$ cat config.mk
export PLATFORM = sky130hd
export DESIGN_NAME = bitmap_page_allocator
export DESIGN_NICKNAME = d
export VERILOG_FILES = /design/src/rtl/bpa_pkg.sv /design/src/rtl/bpa_ram.sv /design/src/rtl/bpa_ctrl.sv /design/src/rtl/bpa_datapath.sv /design/src/rtl/bitmap_page_allocator.sv
export SDC_FILE = /design/constraint.sdc
export NUM_CORES = 2
export LEC_CHECK = 0
export BUFFER_PORTS_ARGS = -buffer_cell sky130_fd_sc_hd__clkbuf_2
export CAP_MARGIN = 20
export CORE_MARGIN = 2
export CORE_UTILIZATION = 40
export DETAILED_ROUTE_END_ITERATION = 8
export GPL_TIMING_DRIVEN = 0
export PLACE_DENSITY_LB_ADDON = 0.08
export SKIP_LAST_GASP = 1
export SYNTH_ARGS = -nofsm -noshare
export SYNTH_HDL_FRONTEND = slang
export SYNTH_HIERARCHICAL = 1
export SYNTH_SLANG_ARGS = --single-unit
$ cat constraint.sdc
create_clock -name aclk -period 7.5 [get_ports aclk]
set_input_delay 0.75 -clock aclk [delete_from_list [all_inputs] [get_ports aclk]]
set_output_delay 0.75 -clock aclk [all_outputs]
set_load 0.005 [all_outputs]
$ cat src/rtl/bpa_pkg.sv
// Shared types and constants for the bitmap page allocator.
// No dependencies; bpa_ctrl, bpa_datapath and the top level import this package.
package bpa_pkg;

    // Default built capacity in pages
    localparam int MAX_PAGES_DEF = 1024;

    // Bitmap word width; one memory row holds this many page bits
    localparam int WORD_BITS = 32;
    localparam int BIT_W     = 5;

    // Configuration port
    localparam int CFG_IDX_W  = 2;
    localparam int CFG_DATA_W = 32;
    localparam logic [CFG_IDX_W-1:0] CFG_REGION_BASE = 2'd0;
    localparam logic [CFG_IDX_W-1:0] CFG_PAGE_BYTES  = 2'd1;
    localparam logic [CFG_IDX_W-1:0] CFG_PAGE_COUNT  = 2'd2;

    // Register widths and reset values
    localparam int ADDR_W   = 32;
    localparam int SIZE_W   = 21;
    localparam int COUNT_W  = 11;
    localparam logic [ADDR_W-1:0]  BASE_RST  = 32'd0;
    localparam logic [SIZE_W-1:0]  SIZE_RST  = 21'd4096;
    localparam logic [COUNT_W-1:0] COUNT_RST = 11'd1024;

    // Result beat layout: status in [1:0], granted address in [33:2], zero pad to 40
    localparam int OUT_DATA_W = 40;

    typedef enum logic [1:0] {
        ST_OK       = 2'd0,
        ST_FULL     = 2'd1,
        ST_BAD_ADDR = 2'd2,
        ST_NOT_USED = 2'd3
    } status_t;

    // Controller to datapath commands
    typedef struct packed {
        logic    clr_en;
        logic    capture;
        logic    scan_start;
        logic    scan_step;
        logic    alloc_commit;
        logic    grant;
        logic    div_start;
        logic    div_step;
        logic    free_read;
        logic    free_commit;
        logic    res_set;
        status_t res_code;
        logic    out_load;
    } bpa_cmd_t;

    // Datapath to controller status
    typedef struct packed {
        logic clr_last;
        logic func;
        logic addr_bad;
        logic hit;
        logic exhausted;
        logic div_last;
        logic idx_bad;
        logic page_used;
        logic out_free;
    } bpa_stat_t;

endpackage

$ cat src/rtl/bpa_ram.sv
// Generic single-write, single-read RAM with registered read data.
// Depends on nothing; used for the page bitmap.
module bpa_ram #(
    parameter int WIDTH = 32,
    parameter int DEPTH = 32,
    parameter int AW    = (DEPTH > 1) ? $clog2(DEPTH) : 1
) (
    input  logic             aclk,
    input  logic             we,
    input  logic [AW-1:0]    waddr,
    input  logic [WIDTH-1:0] wdata,
    input  logic [AW-1:0]    raddr,
    output logic [WIDTH-1:0] rdata
);

    logic [WIDTH-1:0] mem [DEPTH];
    logic [WIDTH-1:0] rdata_reg;

    // Write port and registered read port
    always_ff @(posedge aclk) begin
        if (we) begin
            mem[waddr] <= wdata;
        end
        rdata_reg <= mem[raddr];
    end

    assign rdata = rdata_reg;

endmodule

$ cat src/rtl/bpa_ctrl.sv
// Sequencing state machine of the bitmap page allocator.
// Depends on bpa_pkg; drives the datapath through bpa_cmd_t, reads bpa_stat_t.
module bpa_ctrl
    import bpa_pkg::*;
(
    input  logic      aclk,
    input  logic      aresetn,
    input  logic      s_tvalid,
    output logic      s_tready,
    input  bpa_stat_t stat,
    output bpa_cmd_t  cmd
);

    typedef enum logic [9:0] {
        S_CLEAR     = 10'b0000000001,
        S_IDLE      = 10'b0000000010,
        S_DECODE    = 10'b0000000100,
        S_SCAN      = 10'b0000001000,
        S_ALLOC_MUL = 10'b0000010000,
        S_ALLOC_ADD = 10'b0000100000,
        S_DIV       = 10'b0001000000,
        S_FREE_CHK  = 10'b0010000000,
        S_FREE_TEST = 10'b0100000000,
        S_RESULT    = 10'b1000000000
    } state_t;

    state_t state_reg, state_next;

    // State register
    always_ff @(posedge aclk) begin
        if (!aresetn) begin
            state_reg <= S_CLEAR;
        end else begin
            state_reg <= state_next;
        end
    end

    assign s_tready = (state_reg == S_IDLE);

    // Next state and commands
    always_comb begin
        state_next = state_reg;
        cmd        = '0;
        cmd.res_code = ST_OK;
        unique case (state_reg)
            S_CLEAR: begin
                cmd.clr_en = 1'b1;
                if (stat.clr_last) begin
                    state_next = S_IDLE;
                end
            end
            S_IDLE: begin
                if (s_tvalid) begin
                    cmd.capture = 1'b1;
                    state_next  = S_DECODE;
                end
            end
            S_DECODE: begin
                if (!stat.func) begin
                    cmd.scan_start = 1'b1;
                    state_next     = S_SCAN;
                end else if (stat.addr_bad) begin
                    cmd.res_set  = 1'b1;
                    cmd.res_code = ST_BAD_ADDR;
                    state_next   = S_RESULT;
                end else begin
                    cmd.div_start = 1'b1;
                    state_next    = S_DIV;
                end
            end
            S_SCAN: begin
                cmd.scan_step = 1'b1;
                if (stat.hit) begin
                    state_next = S_ALLOC_MUL;
                end else if (stat.exhausted) begin
                    cmd.res_set  = 1'b1;
                    cmd.res_code = ST_FULL;
                    state_next   = S_RESULT;
                end
            end
            S_ALLOC_MUL: begin
                cmd.alloc_commit = 1'b1;
                state_next       = S_ALLOC_ADD;
            end
            S_ALLOC_ADD: begin
                cmd.grant  = 1'b1;
                state_next = S_RESULT;
            end
            S_DIV: begin
                cmd.div_step = 1'b1;
                if (stat.div_last) begin
                    state_next = S_FREE_CHK;
                end
            end
            S_FREE_CHK: begin
                if (stat.idx_bad) begin
                    cmd.res_set  = 1'b1;
                    cmd.res_code = ST_BAD_ADDR;
                    state_next   = S_RESULT;
                end else begin
                    cmd.free_read = 1'b1;
                    state_next    = S_FREE_TEST;
                end
            end
            S_FREE_TEST: begin
                cmd.res_set = 1'b1;
                if (stat.page_used) begin
                    cmd.free_commit = 1'b1;
                    cmd.res_code    = ST_OK;
                end else begin
                    cmd.res_code = ST_NOT_USED;
                end
                state_next = S_RESULT;
            end
            S_RESULT: begin
                if (stat.out_free) begin
                    cmd.out_load = 1'b1;
                    state_next   = S_IDLE;
                end
            end
            default: begin
                state_next = S_CLEAR;
            end
        endcase
    end

endmodule

$ cat src/rtl/bpa_datapath.sv
// Datapath of the bitmap page allocator: config registers, bitmap RAM,
// word scanner, restoring divider, grant multiplier and result register.
// Depends on bpa_pkg and bpa_ram.
module bpa_datapath
    import bpa_pkg::*;
#(
    parameter int MAX_PAGES = MAX_PAGES_DEF
) (
    input  logic                    aclk,
    input  logic                    aresetn,
    input  logic                    cfg_we,
    input  logic [CFG_IDX_W-1:0]    cfg_index,
    input  logic [CFG_DATA_W-1:0]   cfg_wdata,
    input  logic [ADDR_W-1:0]       s_tdata,
    input  logic                    s_tuser,
    output logic                    m_tvalid,
    input  logic                    m_tready,
    output logic [OUT_DATA_W-1:0]   m_tdata,
    input  bpa_cmd_t                cmd,
    output bpa_stat_t               stat
);

    localparam int WORDS   = (MAX_PAGES + WORD_BITS - 1) / WORD_BITS;
    localparam int WADDR_W = (WORDS > 1) ? $clog2(WORDS) : 1;
    localparam int NW_W    = $clog2(WORDS + 1);
    localparam int CNT_W   = $clog2(MAX_PAGES + 1);
    localparam int PIDX_W  = WADDR_W + BIT_W;

    // Configuration registers
    logic [ADDR_W-1:0]  base_reg;
    logic [SIZE_W-1:0]  size_reg;
    logic [COUNT_W-1:0] count_reg;

    always_ff @(posedge aclk) begin
        if (!aresetn) begin
            base_reg  <= BASE_RST;
            size_reg  <= SIZE_RST;
            count_reg <= COUNT_RST;
        end else if (cfg_we) begin
            unique case (cfg_index)
                CFG_REGION_BASE: base_reg  <= cfg_wdata[ADDR_W-1:0];
                CFG_PAGE_BYTES:  size_reg  <= cfg_wdata[SIZE_W-1:0];
                CFG_PAGE_COUNT:  count_reg <= cfg_wdata[COUNT_W-1:0];
                default: ;
            endcase
        end
    end

    // Effective page size and page count
    logic [SIZE_W-1:0] size_eff;
    logic [CNT_W-1:0]  count_eff;
    logic [31:0]       count32;
    logic [NW_W-1:0]   nwords;

    assign size_eff  = (size_reg == '0) ? SIZE_W'(1) : size_reg;
    assign count_eff = (32'(count_reg) > 32'(MAX_PAGES)) ? CNT_W'(MAX_PAGES)
                                                         : CNT_W'(count_reg);
    assign count32   = 32'(count_eff);
    assign nwords    = NW_W'((count32 + 32'(WORD_BITS - 1)) >> BIT_W);

    // Captured request
    logic              func_reg;
    logic [ADDR_W-1:0] addr_reg;

    always_ff @(posedge aclk) begin
        if (cmd.capture) begin
            func_reg <= s_tuser;
            addr_reg <= s_tdata;
        end
    end

    // Bitmap RAM and its port selection
    logic                 ram_we;
    logic [WADDR_W-1:0]   ram_waddr;
    logic [WORD_BITS-1:0] ram_wdata;
    logic [WADDR_W-1:0]   ram_raddr;
    logic [WORD_BITS-1:0] ram_rdata;

    bpa_ram #(
        .WIDTH (WORD_BITS),
        .DEPTH (WORDS),
        .AW    (WADDR_W)
    ) u_map (
        .aclk  (aclk),
        .we    (ram_we),
        .waddr (ram_waddr),
        .wdata (ram_wdata),
        .raddr (ram_raddr),
        .rdata (ram_rdata)
    );

    // Clearing pass pointer
    logic [WADDR_W-1:0] clr_ptr_reg;

    always_ff @(posedge aclk) begin
        if (!aresetn) begin
            clr_ptr_reg <= '0;
        end else if (cmd.clr_en) begin
            clr_ptr_reg <= clr_ptr_reg + WADDR_W'(1);
        end
    end

    // Word scanner: issue one read a cycle, check the word read in the previous cycle
    logic [NW_W-1:0]      rd_ptr_reg;
    logic                 pend_reg;
    logic [WADDR_W-1:0]   chk_word_reg;
    logic                 rd_more;
    logic [WORD_BITS-1:0] word_mask;
    logic [WORD_BITS-1:0] free_bits;
    logic [BIT_W-1:0]     first_free;
    logic                 scan_hit;

    assign rd_more = (rd_ptr_reg < nwords);

    always_ff @(posedge aclk) begin
        if (!aresetn) begin
            pend_reg <= 1'b0;
        end else if (cmd.scan_start) begin
            pend_reg <= 1'b0;
        end else if (cmd.scan_step) begin
            pend_reg <= rd_more;
        end
    end

    always_ff @(posedge aclk) begin
        if (cmd.scan_start) begin
            rd_ptr_reg <= '0;
        end else if (cmd.scan_step && rd_more) begin
            rd_ptr_reg   <= rd_ptr_reg + NW_W'(1);
            chk_word_reg <= rd_ptr_reg[WADDR_W-1:0];
        end
    end

    // Pages at or above the effective count read as used
    always_comb begin
        if (32'(chk_word_reg) < (count32 >> BIT_W)) begin
            word_mask = '1;
        end else begin
            word_mask = (WORD_BITS'(1) << count32[BIT_W-1:0]) - WORD_BITS'(1);
        end
    end

    assign free_bits = ~ram_rdata & word_mask;
    assign scan_hit  = pend_reg && (free_bits != '0);

    // Lowest free bit of the checked word
    always_comb begin
        first_free = '0;
        for (int b = WORD_BITS - 1; b >= 0; b--) begin
            if (free_bits[b]) begin
                first_free = BIT_W'(b);
            end
        end
    end

    // Hold the hit word until it is written back
    logic [WADDR_W-1:0]   hit_word_reg;
    logic [BIT_W-1:0]     hit_bit_reg;
    logic [WORD_BITS-1:0] hit_data_reg;
    logic [PIDX_W-1:0]    hit_idx;
    logic [ADDR_W-1:0]    prod_reg;

    always_ff @(posedge aclk) begin
        if (cmd.scan_step && scan_hit) begin
            hit_word_reg <= chk_word_reg;
            hit_bit_reg  <= first_free;
            hit_data_reg <= ram_rdata;
        end
    end

    assign hit_idx = {hit_word_reg, hit_bit_reg};

    // Page offset of the grant, modulo 2^32
    always_ff @(posedge aclk) begin
        if (cmd.alloc_commit) begin
            prod_reg <= 32'(size_eff) * 32'(hit_idx);
        end
    end

    // Restoring divider: offset / page size, one quotient bit a cycle
    logic [ADDR_W-1:0] quo_reg;
    logic [SIZE_W-1:0] rem_reg;
    logic [BIT_W-1:0]  div_cnt_reg;
    logic [SIZE_W:0]   rem_sh;
    logic              rem_ge;

    assign rem_sh = {rem_reg, quo_reg[ADDR_W-1]};
    assign rem_ge = (rem_sh >= {1'b0, size_eff});

    always_ff @(posedge aclk) begin
        if (cmd.div_start) begin
            quo_reg     <= addr_reg - base_reg;
            rem_reg     <= '0;
            div_cnt_reg <= '0;
        end else if (cmd.div_step) begin
            quo_reg     <= {quo_reg[ADDR_W-2:0], rem_ge};
            rem_reg     <= rem_ge ? SIZE_W'(rem_sh - {1'b0, size_eff}) : SIZE_W'(rem_sh);
            div_cnt_reg <= div_cnt_reg + BIT_W'(1);
        end
    end

    // Free path word and bit
    logic [WADDR_W-1:0] free_word;
    logic [BIT_W-1:0]   free_bit;

    assign free_word = quo_reg[WADDR_W+BIT_W-1:BIT_W];
    assign free_bit  = quo_reg[BIT_W-1:0];

    // RAM port selection
    always_comb begin
        ram_we    = 1'b0;
        ram_waddr = clr_ptr_reg;
        ram_wdata = '0;
        if (cmd.clr_en) begin
            ram_we = 1'b1;
        end else if (cmd.alloc_commit) begin
            ram_we    = 1'b1;
            ram_waddr = hit_word_reg;
            ram_wdata = hit_data_reg | (WORD_BITS'(1) << hit_bit_reg);
        end else if (cmd.free_commit) begin
            ram_we    = 1'b1;
            ram_waddr = free_word;
            ram_wdata = ram_rdata & ~(WORD_BITS'(1) << free_bit);
        end
        ram_raddr = cmd.free_read ? free_word : rd_ptr_reg[WADDR_W-1:0];
    end

    // Result register
    status_t           res_status_reg;
    logic [ADDR_W-1:0] res_addr_reg;

    always_ff @(posedge aclk) begin
        if (cmd.res_set) begin
            res_status_reg <= cmd.res_code;
            res_addr_reg   <= '0;
        end else if (cmd.grant) begin
            res_status_reg <= ST_OK;
            res_addr_reg   <= base_reg + prod_reg;
        end
    end

    // Output beat register
    logic                  m_valid_reg;
    logic [OUT_DATA_W-1:0] m_data_reg;

    always_ff @(posedge aclk) begin
        if (!aresetn) begin
            m_valid_reg <= 1'b0;
        end else if (cmd.out_load) begin
            m_valid_reg <= 1'b1;
        end else if (m_tready) begin
            m_valid_reg <= 1'b0;
        end
    end

    always_ff @(posedge aclk) begin
        if (cmd.out_load) begin
            m_data_reg <= {(OUT_DATA_W - ADDR_W - 2)'(0), res_addr_reg, res_status_reg};
        end
    end

    assign m_tvalid = m_valid_reg;
    assign m_tdata  = m_data_reg;

    // Status to the controller
    assign stat.clr_last  = (clr_ptr_reg == WADDR_W'(WORDS - 1));
    assign stat.func      = func_reg;
    assign stat.addr_bad  = (addr_reg == '0) || (addr_reg < base_reg);
    assign stat.hit       = scan_hit;
    assign stat.exhausted = !pend_reg && !rd_more;
    assign stat.div_last  = (div_cnt_reg == BIT_W'(ADDR_W - 1));
    assign stat.idx_bad   = (rem_reg != '0) || (quo_reg >= count32);
    assign stat.page_used = ram_rdata[free_bit];
    assign stat.out_free  = !m_valid_reg || m_tready;

endmodule

$ cat src/rtl/bitmap_page_allocator.sv
// Top level of the bitmap first-fit page allocator.
// Depends on bpa_pkg, bpa_ctrl, bpa_datapath (which holds bpa_ram).
//
//  channel   direction  ports                      beat contents
//  s_        in         tvalid tready tdata tuser  tdata: page_address; tuser: func
//  m_        out        tvalid tready tdata        tdata: status, granted_address
//  cfg_      in         we index wdata             0 region_base, 1 page_bytes,
//                                                  2 page_count
//
// One request at a time. Allocate scans the bitmap, reading one 32-page word per
// cycle from the RAM read port, until it finds a free page (then a multiply and an
// add form the grant) or has read all ceil(count/32) words and reports full.
// Free runs the 32-step restoring divider, then checks the page index and clears
// its bitmap bit, or goes straight to the result when the address is zero or below the base.
// s_tready rises together with m_tvalid.
// After reset a clearing pass writes zero to every bitmap word, one per cycle,
// with s_tready low; config writes are taken throughout. A result waiting on
// m_tready holds its request in the result state; the next request is taken once
// the beat is loaded.
module bitmap_page_allocator
    import bpa_pkg::*;
#(
    parameter int MAX_PAGES = MAX_PAGES_DEF
) (
    input  logic                  aclk,
    input  logic                  aresetn,
    // Configuration write port
    input  logic                  cfg_we,
    input  logic [CFG_IDX_W-1:0]  cfg_index,
    input  logic [CFG_DATA_W-1:0] cfg_wdata,
    // Request stream
    input  logic                  s_tvalid,
    output logic                  s_tready,
    input  logic [ADDR_W-1:0]     s_tdata,   // [31:0] page_address
    input  logic [0:0]            s_tuser,   // [0] func
    // Result stream
    output logic                  m_tvalid,
    input  logic                  m_tready,
    output logic [OUT_DATA_W-1:0] m_tdata    // [1:0] status, [33:2] granted_address
);

    bpa_cmd_t  cmd;
    bpa_stat_t stat;

    // Sequencer
    bpa_ctrl u_ctrl (
        .aclk     (aclk),
        .aresetn  (aresetn),
        .s_tvalid (s_tvalid),
        .s_tready (s_tready),
        .stat     (stat),
        .cmd      (cmd)
    );

    // Bitmap, divider, multiplier and result path
    bpa_datapath #(
        .MAX_PAGES (MAX_PAGES)
    ) u_dp (
        .aclk      (aclk),
        .aresetn   (aresetn),
        .cfg_we    (cfg_we),
        .cfg_index (cfg_index),
        .cfg_wdata (cfg_wdata),
        .s_tdata   (s_tdata),
        .s_tuser   (s_tuser[0]),
        .m_tvalid  (m_tvalid),
        .m_tready  (m_tready),
        .m_tdata   (m_tdata),
        .cmd       (cmd),
        .stat      (stat)
    );

endmodule
==> flow_metrics.tcl <==
set metrics [dict create \
    ios 114 \
    grt_pass1_wl_mm 287 \
    synth_top_area_frac 0.545 \
    wl_mm 198 \
    die_h_um 411 \
    wl_per_cell_um 25.7 \
    net-switching-power_w 0.00485 \
    cts_buffers 153 \
    cts_max_path_buffers 3 \
    initial_core_util 0.402 \
    num_rows 149 \
    synthArstFlopShare 0 \
    placement.cell_area_um2 71400 \
    globalplace.congestion 0.910 \
    overflow 0 \
    tightestPinTransition_ps 1190 \
    synth_edf_count 1203 \
    slew_headroom 0.207 \
    vias 42000 \
    power_frac_seq 0.480 \
    pwr-share-comb 0.129 \
    fmax_mhz 138 \
    first_global_vias 42200 \
    ir_drop_uv 247 \
    synth.area.top_cells "edfxtp_1 (55%), mux2i_1 (8.5%), dfxtp_1 (5.3%)" \
    synth_area_leader_cell "edfxtp_1" \
    hold_viol 0 \
    slowest_stage "xnor2_1" \
    critical-path-top-delay-family "adder cells" \
    rsz0062_at_grt "yes" \
    outcome "finished clean" \
    powerDensity_nw_per_um2 241 \
    htreeDepth 4 \
    nets 5802 \
    floorplan.core_area_um2 165000 \
    endpoint_kind "register" \
    clk_latency_ps 810 \
    ys_seq_area_frac 0.599 \
    largest_reg_flops 1024 \
    gr-usage-all-layers 0.233 \
    synth_seq_cells 1380 \
    path_cells "clkbuf_1 > nand2_1 > fa_1 > inv_1 > fa_1 > inv_1 > fa_1 > inv_1 > fa_1 > fa_1 > ha_1 > o21ai_0 > a21oi_1 > o211a_1 > nand2b_1 > a311oi_1 > a41o_1 > a211oi_1 > xnor2_1" \
    synth_top_flop_cell "edfxtp_1" \
    p_leak_nw 31.5 \
    fin_crit_ps 7270 \
    cp-start-kind "register" \
    yosysWarnings 6 \
    critPathMaxStageDelay_ps 750 \
    first_pass_iters 5 \
    area_growth_pct 15.3 \
    drtIter0Drc 3226 \
    critical_path_class "reg -> reg" \
    synth_most_common_cell "edfxtp_1" \
    vias_per_cell 5.44 \
    dieArea_um2 169000 \
    setup_viol 0 \
    antenna_found_initial 6 \
    n_fill_cell 14800 \
    critPathArrivalTime_ps 7740 \
    grt_start_max_net_pins 36 \
    ant_nets 0 \
    syn_area_per_cell_um2 13.1 \
    syn_inst 5071 \
    syn-cell-area_um2 66300 \
    crit_top_cell "fa_1" \
    dp_cells 7435 \
    multi_input_area_um2 25000 \
    largest_register "u_dp/u_map/mem" \
    drive_above_1_share 0.115 \
    finClkSkew_ps 64.0 \
    slew_violations 0 \
    io_buffers 107 \
    fin_crit_sh 0.969 \
    hold_path_class "in -> reg" \
    utilization 0.463 \
    pwr-share-clk 0.391 \
    synth.distinct_cells 85 \
    path_buf_inv 4 \
    switching_share 0.263 \
    internal_power_w 0.0136 \
    hpwl_mm 144 \
    ff_latch_area_um2 39700 \
    root_buffer "clkbuf_16" \
    chipWidth_um 411 \
    cts_tree "done" \
    fin_cells 7712 \
    crit_fanout 11 \
    cts.sinks 1380 \
    cap_viol_max_count 0 \
    post-route-drc-count 0 \
    finish.instance_area_um2 76400 \
    synthTopCellsByCount "edfxtp_1 (1,203), mux2i_1 (563), nand2_1 (444), a21oi_1 (250), inv_1 (245)" \
    required_ps 7980 \
    clk_pin_slew_ps 60 \
]
-- placed cells by master (no fill, tap or decap), drive strengths merged, types with 52 or more instances in the layout --
cell type | synthesis | routed
fa | 153 | 153
buf | 116 | 178
nor2 | 214 | 214
clkinv | 0 | 52
a22oi | 101 | 101
inv | 245 | 251
mux2i | 563 | 563
a22o | 66 | 66
and2 | 115 | 115
nand2 | 445 | 445
nor3 | 77 | 77
edfxtp | 1203 | 1203
o21ai | 134 | 134
xnor2 | 78 | 78
dfxtp | 177 | 177
ha | 176 | 176
a21boi | 57 | 57
clkbuf | 160 | 480
nand3 | 159 | 159
a21oi | 250 | 250
-- power by group through the flow --
stage	registers [W]	clock network (W)	logic, W
2_1_floorplan	0.00890	0	0.00145
3_3_place_gp	0.00902	0	0.00218
3_5_place_dp	0.00900	0	0.00236
4_1_cts	0.00884	0.00738	0.00237
5_1_grt	0.00887	0.00766	0.00252
6_report	0.00884	0.00720	0.00237
-- worst reg2reg max path, cell delays in order, from the launching register on --
cell and delay, ps:
edfxtp_1 730, clkbuf_1 530, nand2_1 170, fa_1 570, inv_1 60, fa_1 500
inv_1 60, fa_1 530, inv_1 60, fa_1 530, fa_1 440, ha_1 410
o21ai_0 120, a21oi_1 200, o211a_1 180, nand2b_1 90, a311oi_1 510, a41o_1 370
a211oi_1 140, xnor2_1 750
-- kinds of logic after synthesis --
| group | after synthesis | synth area share |
|---|---|---|
| flip-flops | 1380 | 0.599 |
| buffers and inverters | 521 | 0.0348 |
| adder cells (fa/ha/maj) | 329 | 0.0795 |
| multiplexers | 599 | 0.0929 |
| AO/OA/AOI/OAI | 885 | 0.0883 |
| XOR/XNOR | 110 | 0.0145 |
| other | 1 | 0.0000566 |
| AND/OR/NAND/NOR | 1246 | 0.0913 |
-- through the flow --
| stage | power [W] | TNS [ps] | setup WS [ps] | hold slack (ps) |
|---|---|---|---|---|
| after detailed placement | 0.0114 | -4050 | -368 | 418 |
| after global routing | 0.0190 | -32.6 | -32.6 | 89.5 |
| after global placement | 0.0112 | -2148270 | -2380 | 415 |
| after floorplan | 0.0103 | 0 | 1080 | 400 |
| after CTS | 0.0186 | 0 | 1.78 | 63.1 |
| final | 0.0184 | 0 | 232 | 120 |
-- routing by layer --
layer / GRT usage / routed length (µm) / up-vias
met5: 0 / 8 / -
li1: - / - / 19400
met4: 0.0726 / 5570 / 2
met3: 0.0273 / 8240 / 255
met2: 0.412 / 101000 / 1051
met1: 0.297 / 83400 / 21200
-- worst paths after layout --
kind                                       from                           to  slack (ps)  depth (start not counted)
max           u_dp/hit_bit_reg[1]$_SDFFCE_PP0P_  u_dp/prod_reg[28]$_DFFE_PP_         230                         19
min                                 s_tdata[22]  u_dp/addr_reg[22]$_DFFE_PP_         120                          1
min reg2reg  u_dp/res_addr_reg[28]$_SDFFE_PP0P_   u_dp/m_tdata[30]$_DFFE_PP_         430                          0
max reg2reg   u_dp/hit_bit_reg[1]$_SDFFCE_PP0P_  u_dp/prod_reg[28]$_DFFE_PP_         230                         19
-- timing repair --
item                                    CTS  global route
endpoints found under the setup margin   29            31
setup buffers                             0             0
gates resized for setup                  10            11
hold buffers                              0             0
pin swaps                                 0             0
-- cell type report --
type                            count  share of cell area
Tap cell                         2189              0.0359
Timing Repair Buffer              174              0.0245
Inverter                          245              0.0120
Multi-Input combinational cell   3175               0.327
Clock inverter                     63             0.00736
Clock buffer                      212              0.0559
Sequential cell                  1380               0.519
Antenna cell                        2           0.0000655
Buffer                            272              0.0182
Note: power is estimated with default switching activity, not from simulation.
